<file path="config.mk">
export PLATFORM = sky130hd
export DESIGN_NAME = som_pt_update
export DESIGN_NICKNAME = d
export VERILOG_FILES = /design/src/hw/rtl/som_patch_training_macros.svh /design/src/hw/rtl/som_pt_pkg.sv /design/src/hw/rtl/som_pt_update.sv
export SDC_FILE = /design/constraint.sdc
export NUM_CORES = 2
export LEC_CHECK = 0
export ABC_AREA = 0
export BUFFER_PORTS_ARGS = -buffer_cell sky130_fd_sc_hd__buf_2
export CAP_MARGIN = 20
export CORE_ASPECT_RATIO = 1.4
export CORE_MARGIN = 1
export CORE_UTILIZATION = 50
export DETAILED_ROUTE_END_ITERATION = 16
export GPL_TIMING_DRIVEN = 1
export PLACE_DENSITY = 0.7
export SYNTH_ARGS = -nofsm -noshare
export SYNTH_HDL_FRONTEND = slang
export SYNTH_SLANG_ARGS = --single-unit
</file>
<file path="constraint.sdc">
create_clock -name clk_i -period 8.95 [get_ports clk_i]
set_clock_uncertainty 0.2 [all_clocks]
set_input_delay 1.3425 -clock clk_i [delete_from_list [all_inputs] [get_ports clk_i]]
set_output_delay 1.3425 -clock clk_i [all_outputs]
set_load 0.005 [all_outputs]
</file>
<file path="src/hw/rtl/som_patch_training_macros.svh">
// Assertion macros for the SOM patch training block.
`ifndef SOM_PATCH_TRAINING_MACROS_SVH
`define SOM_PATCH_TRAINING_MACROS_SVH
`ifndef ASSERT_OFF
// Property checked on every clock, disabled during reset.
`define SOM_ASSERT(lbl, clk, rst_n, prop, msg) \
  lbl: assert property (@(posedge clk) disable iff (!rst_n) prop) else $error(msg);
// Same-cycle implication a |-> b.
`define SOM_ASSERT_IMPL(lbl, clk, rst_n, a, b, msg) \
  lbl: assert property (@(posedge clk) disable iff (!rst_n) (a) |-> (b)) else $error(msg);
// Next-cycle implication a |=> b.
`define SOM_ASSERT_NEXT(lbl, clk, rst_n, a, b, msg) \
  lbl: assert property (@(posedge clk) disable iff (!rst_n) (a) |=> (b)) else $error(msg);
`else
`define SOM_ASSERT(lbl, clk, rst_n, prop, msg)
`define SOM_ASSERT_IMPL(lbl, clk, rst_n, a, b, msg)
`define SOM_ASSERT_NEXT(lbl, clk, rst_n, a, b, msg)
`endif
`endif

</file>
<file path="src/hw/rtl/som_pt_pkg.sv">
// Shared types and constants of the SOM patch training block.
`default_nettype none
package som_pt_pkg;

  localparam int PATCH_W_DEF = 8;
  localparam int PATCH_H_DEF = 8;
  localparam int UNITS_DEF   = 8;
  localparam int IMG_W_DEF   = 64;
  localparam int IMG_H_DEF   = 64;

  localparam int COORD_W = 10;
  localparam int DIST_W  = 40;
  localparam int CORR_W  = 40;
  localparam int C14_W   = 26;

  localparam logic [15:0] RATE_RST = 16'd3277;
  localparam logic [6:0]  DIM_RST  = 7'd64;

  typedef enum logic [2:0] {
    KIND_LD_W  = 3'd0,
    KIND_LD_G  = 3'd1,
    KIND_LD_P  = 3'd2,
    KIND_TRAIN = 3'd3,
    KIND_SWEEP = 3'd4,
    KIND_RD_W  = 3'd5
  } kind_e;

  localparam logic [1:0] STAT_OK    = 2'd0;
  localparam logic [1:0] STAT_UPD   = 2'd1;
  localparam logic [1:0] STAT_SKIP  = 2'd2;
  localparam logic [1:0] STAT_RANGE = 2'd3;

  localparam logic [1:0] CFG_RATE   = 2'd0;
  localparam logic [1:0] CFG_WIDTH  = 2'd1;
  localparam logic [1:0] CFG_HEIGHT = 2'd2;

  typedef enum logic [3:0] {
    ST_IDLE,
    ST_RDWAIT,
    ST_CHECK,
    ST_SWCHK,
    ST_SCAN,
    ST_DRAIN,
    ST_DECIDE,
    ST_UPD,
    ST_UDRAIN,
    ST_BLKEND,
    ST_FINISH
  } state_e;

  // Tag that travels with a weight through the update pipeline.
  typedef struct packed {
    logic valid;
    logic last;
  } upd_ctl_t;

endpackage
`default_nettype wire

</file>
<file path="src/hw/rtl/som_pt_update.sv">
// Weight update pipeline: scaled move toward the image, with saturation.
`default_nettype none
module som_pt_update #(
  parameter int IDX_W = 9
) (
  input  wire                         clk_i,
  input  wire                         rst_ni,
  input  wire som_pt_pkg::upd_ctl_t   ctl_i,
  input  wire  [IDX_W-1:0]            idx_i,
  input  wire  signed [15:0]          w_i,
  input  wire  signed [15:0]          p_i,
  input  wire  signed [15:0]          g_i,
  input  wire  [15:0]                 rate_i,
  input  wire  signed [som_pt_pkg::C14_W-1:0] c14_i,
  output som_pt_pkg::upd_ctl_t        ctl_o,
  output logic [IDX_W-1:0]            idx_o,
  output logic signed [15:0]          wdata_o
);

  som_pt_pkg::upd_ctl_t ctl_a_q, ctl_b_q, ctl_c_q;
  logic [IDX_W-1:0] idx_a_q, idx_b_q, idx_c_q;
  logic signed [15:0] w_a_q, w_b_q, w_c_q;
  logic signed [16:0] d;
  logic signed [32:0] t_d, t_q;
  logic signed [49:0] p1_d, p1_q, p1_rnd;
  logic signed [33:0] t2;
  logic signed [59:0] p2_d, p2_q, p2_rnd;
  logic signed [30:0] delta;
  logic signed [31:0] nw;

  always_comb begin
    d      = 17'(p_i) - 17'(w_i);
    t_d    = d * g_i;
    p1_d   = t_q * $signed({1'b0, rate_i});
    p1_rnd = p1_q + 50'sd32768;
    t2     = p1_rnd[49:16];
    p2_d   = t2 * c14_i;
    p2_rnd = p2_q + 60'sd268435456;
    delta  = p2_rnd[59:29];
    nw     = 32'(w_c_q) + 32'(delta);
    if (nw > 32'sd32767) begin
      wdata_o = 16'sh7fff;
    end else if (nw < -32'sd32768) begin
      wdata_o = 16'sh8000;
    end else begin
      wdata_o = nw[15:0];
    end
    ctl_o = ctl_c_q;
    idx_o = idx_c_q;
  end

  always_ff @(posedge clk_i or negedge rst_ni) begin
    if (!rst_ni) begin
      ctl_a_q <= '0;
      ctl_b_q <= '0;
      ctl_c_q <= '0;
    end else begin
      ctl_a_q <= ctl_i;
      ctl_b_q <= ctl_a_q;
      ctl_c_q <= ctl_b_q;
    end
  end

  always_ff @(posedge clk_i) begin
    t_q     <= t_d;
    idx_a_q <= idx_i;
    w_a_q   <= w_i;
    p1_q    <= p1_d;
    idx_b_q <= idx_a_q;
    w_b_q   <= w_a_q;
    p2_q    <= p2_d;
    idx_c_q <= idx_b_q;
    w_c_q   <= w_b_q;
  end

endmodule
`default_nettype wire

</file>
==> results.ini <==
[timing]
period_needed_ps = 8866
max_freq_mhz = 112.8
hold_viol_final = 0
slew_headroom_pct = 26.59
rsz0062_at_grt = yes
finalSetupViolations = 0
fin_setup_tns_ps = 0
drv_slew = 0
worst_pin_slew_ps = 1096
period_share_pct = 99.07
hold_ws_ps = 123.7
fin_ws_ps = 83.58

[routing]
routed_via_density = 5.250
drt_iter0_drc = 2448
drt-pass1-iter-count = 6
vias = 46960
wl_per_cell_um = 18.77
antenna_left = 0
drc = 0
wl_mm = 167.8

[cts]
cts_tree = done
cts_buffer_depth = 2
insertion_delay_ps = 520
clk_pin_slew_worst_paths_ps = 70
cts_root_buf = clkbuf_16
clock_sinks = 181
cts_max_level = 4
ctsHoldBuffers = 0
numCtsBuffers = 17

[setup_path]
required_ps = 9190
cp_slowest_stage_delay_ps = 510
slowest_stage = fa_1
cp-start-kind = primary input
ff2ff_setup_slack_ps = 220
worst-r2r-cell-count = 38
critPathKind = primary input to flip-flop
worstPathArrival_ps = 9110
cpMostUsedCell = fa_1
endpoint_kind = flip-flop
crit_fanout = 4

[grt]
grt-ovfl-total = 0
antenna_found_initial = 10
track_usage_pct = 26.86
grt_start_max_net_pins = 33
grt_first_pass_wirelength_mm = 273.9
grt_pass1_vias = 53280

[logic_synthesis]
ys_types = 74
synth_seq_area_share_pct = 5.657
synth_nets = 9214
syn_area_um2 = 64590
synth_cells = 7023
synth_edf_count = 0
dominantRegCellSynth = dfxtp_1
syn_avg_cell_area_um2 = 9.197
ys_ff_latch = 181
ys_warn_count = 0
synth-async-reset-ratio_pct = 3.315

[worst_hold_path]
hp-class = flip-flop to flip-flop
whs_path_depth = 0

[flow_run]
drv_cap = 0

[floorplanning]
io_pins = 130
rows = 155
die-area_um2 = 130600
core_area_um2 = 127800
initial_core_util_pct = 50.54
die_h_um = 427.3
fp.dieW_um = 305.8

[finish]
fin_nets = 9469
drive_gt1_share_pct = 10.64
final_cell_mix = inv_1, fa_1, nand2_1
synthToLayoutAreaGrowth_pct = 10.39
layout_commonest_cell = inv_1
stdcell_count = 8944

[place]
dp_slack_ps = -619.6
hpwl_mm = 140.1
numPortBuffers = 129
post-place-cells = 8854
gp_congestion = 0.9434

[run_status]
status = completed

==> final timing paths <==
path / from / endpoint
max: p_i[0] / t_q[31]$_DFF_P_
min: idx_a_q[7]$_DFF_P_ / idx_b_q[7]$_DFF_P_
max reg2reg: p1_q[20]$_DFF_P_ / p2_q[55]$_DFF_P_
min reg2reg: idx_a_q[7]$_DFF_P_ / idx_b_q[7]$_DFF_P_
max in group asynchronous: rst_ni / ctl_a_q[0]$_DFF_PN0_
min in group asynchronous: rst_ni / ctl_o[1]$_DFF_PN0_
==> through the flow <==
stage	cell area, µm²	util (%)
global route	71300	55.79
global placement	69300	54.23
finish	71300	55.79
detailed placement	69300	54.23
floorplan	64840	-
CTS	70010	54.78
==> registers in the layout, summed over array words and instances (netlist names), 16 cells and up <==
| name | cells |
|---|---|
| p2_q | 32 |
| p1_q | 35 |
| w_c_q | 16 |
| w_a_q | 16 |
| w_b_q | 16 |
| t_q | 33 |
==> area by class of cell <==
type / count / area [µm²]
fill: 11190 / 56500
multi-input combinational: 4746 / 54240
inverter: 1815 / 6838
timing repair buffer: 517 / 3916
sequential: 181 / 3662
tap: 1648 / 2062
clock buffer: 18 / 429.2
clock inverter: 14 / 136.4
antenna: 5 / 12.51
==> synthesized netlist by cell type, types with 17 or more instances <==
library cell,n,area share [%]
a21o_1,66,0.77
a21oi_1,104,0.81
and2_1,669,6.5
and3_1,36,0.35
clkbuf_1,274,1.6
dfxtp_1,175,5.4
fa_1,1680,52
ha_1,408,7.9
inv_1,1814,11
nand2_1,1034,6.0
nand2b_1,23,0.22
nand3_1,49,0.38
nand4_1,22,0.21
nor2_1,136,0.79
nor2b_1,33,0.32
nor3_1,30,0.23
o21a_1,27,0.31
o21ai_0,67,0.52
o21bai_1,17,0.20
xnor2_1,152,2.1
xor2_1,63,0.85
==> kinds of logic after synthesis <==
kind of cell / count (synthesis) / share of synthesized area [%]
flip-flops: 181 / 5.656
buffers and inverters: 2096 / 12.20
adder cells (fa/ha/maj): 2088 / 59.97
XOR/XNOR: 215 / 2.915
AND/OR/NAND/NOR: 2061 / 15.31
AO/OA/AOI/OAI: 382 / 3.942
==> critical path, delay by kind of cell <==
kind	cells	cell delay, ps
buffers and inverters	7	500
xor gates and xnor gates	2	290
AOI/OAI and AO/OA	18	3180
and+or+nand+nor	2	160
adders and majority gates	9	3630
==> metal layers <==
metal	wire length (µm)	GRT usage, %	vias up
met4	9577	14.29	10
met1	60640	30.08	24270
met5	69	0	-
met3	7764	2.838	514
met2	89790	50.02	1514
li1	-	-	20660
==> timing repair <==
action,in CTS,in global routing
gates cloned,0,3
setup endpoints to repair,23,33
endpoints found under the hold margin,0,0
pin swaps,8,157
resized for setup,20,206
setup buffers,3,46
Power is left out: the tool's default activity adds up to more than one toggle a clock period on the data nets, which glitch-free logic cannot reach.
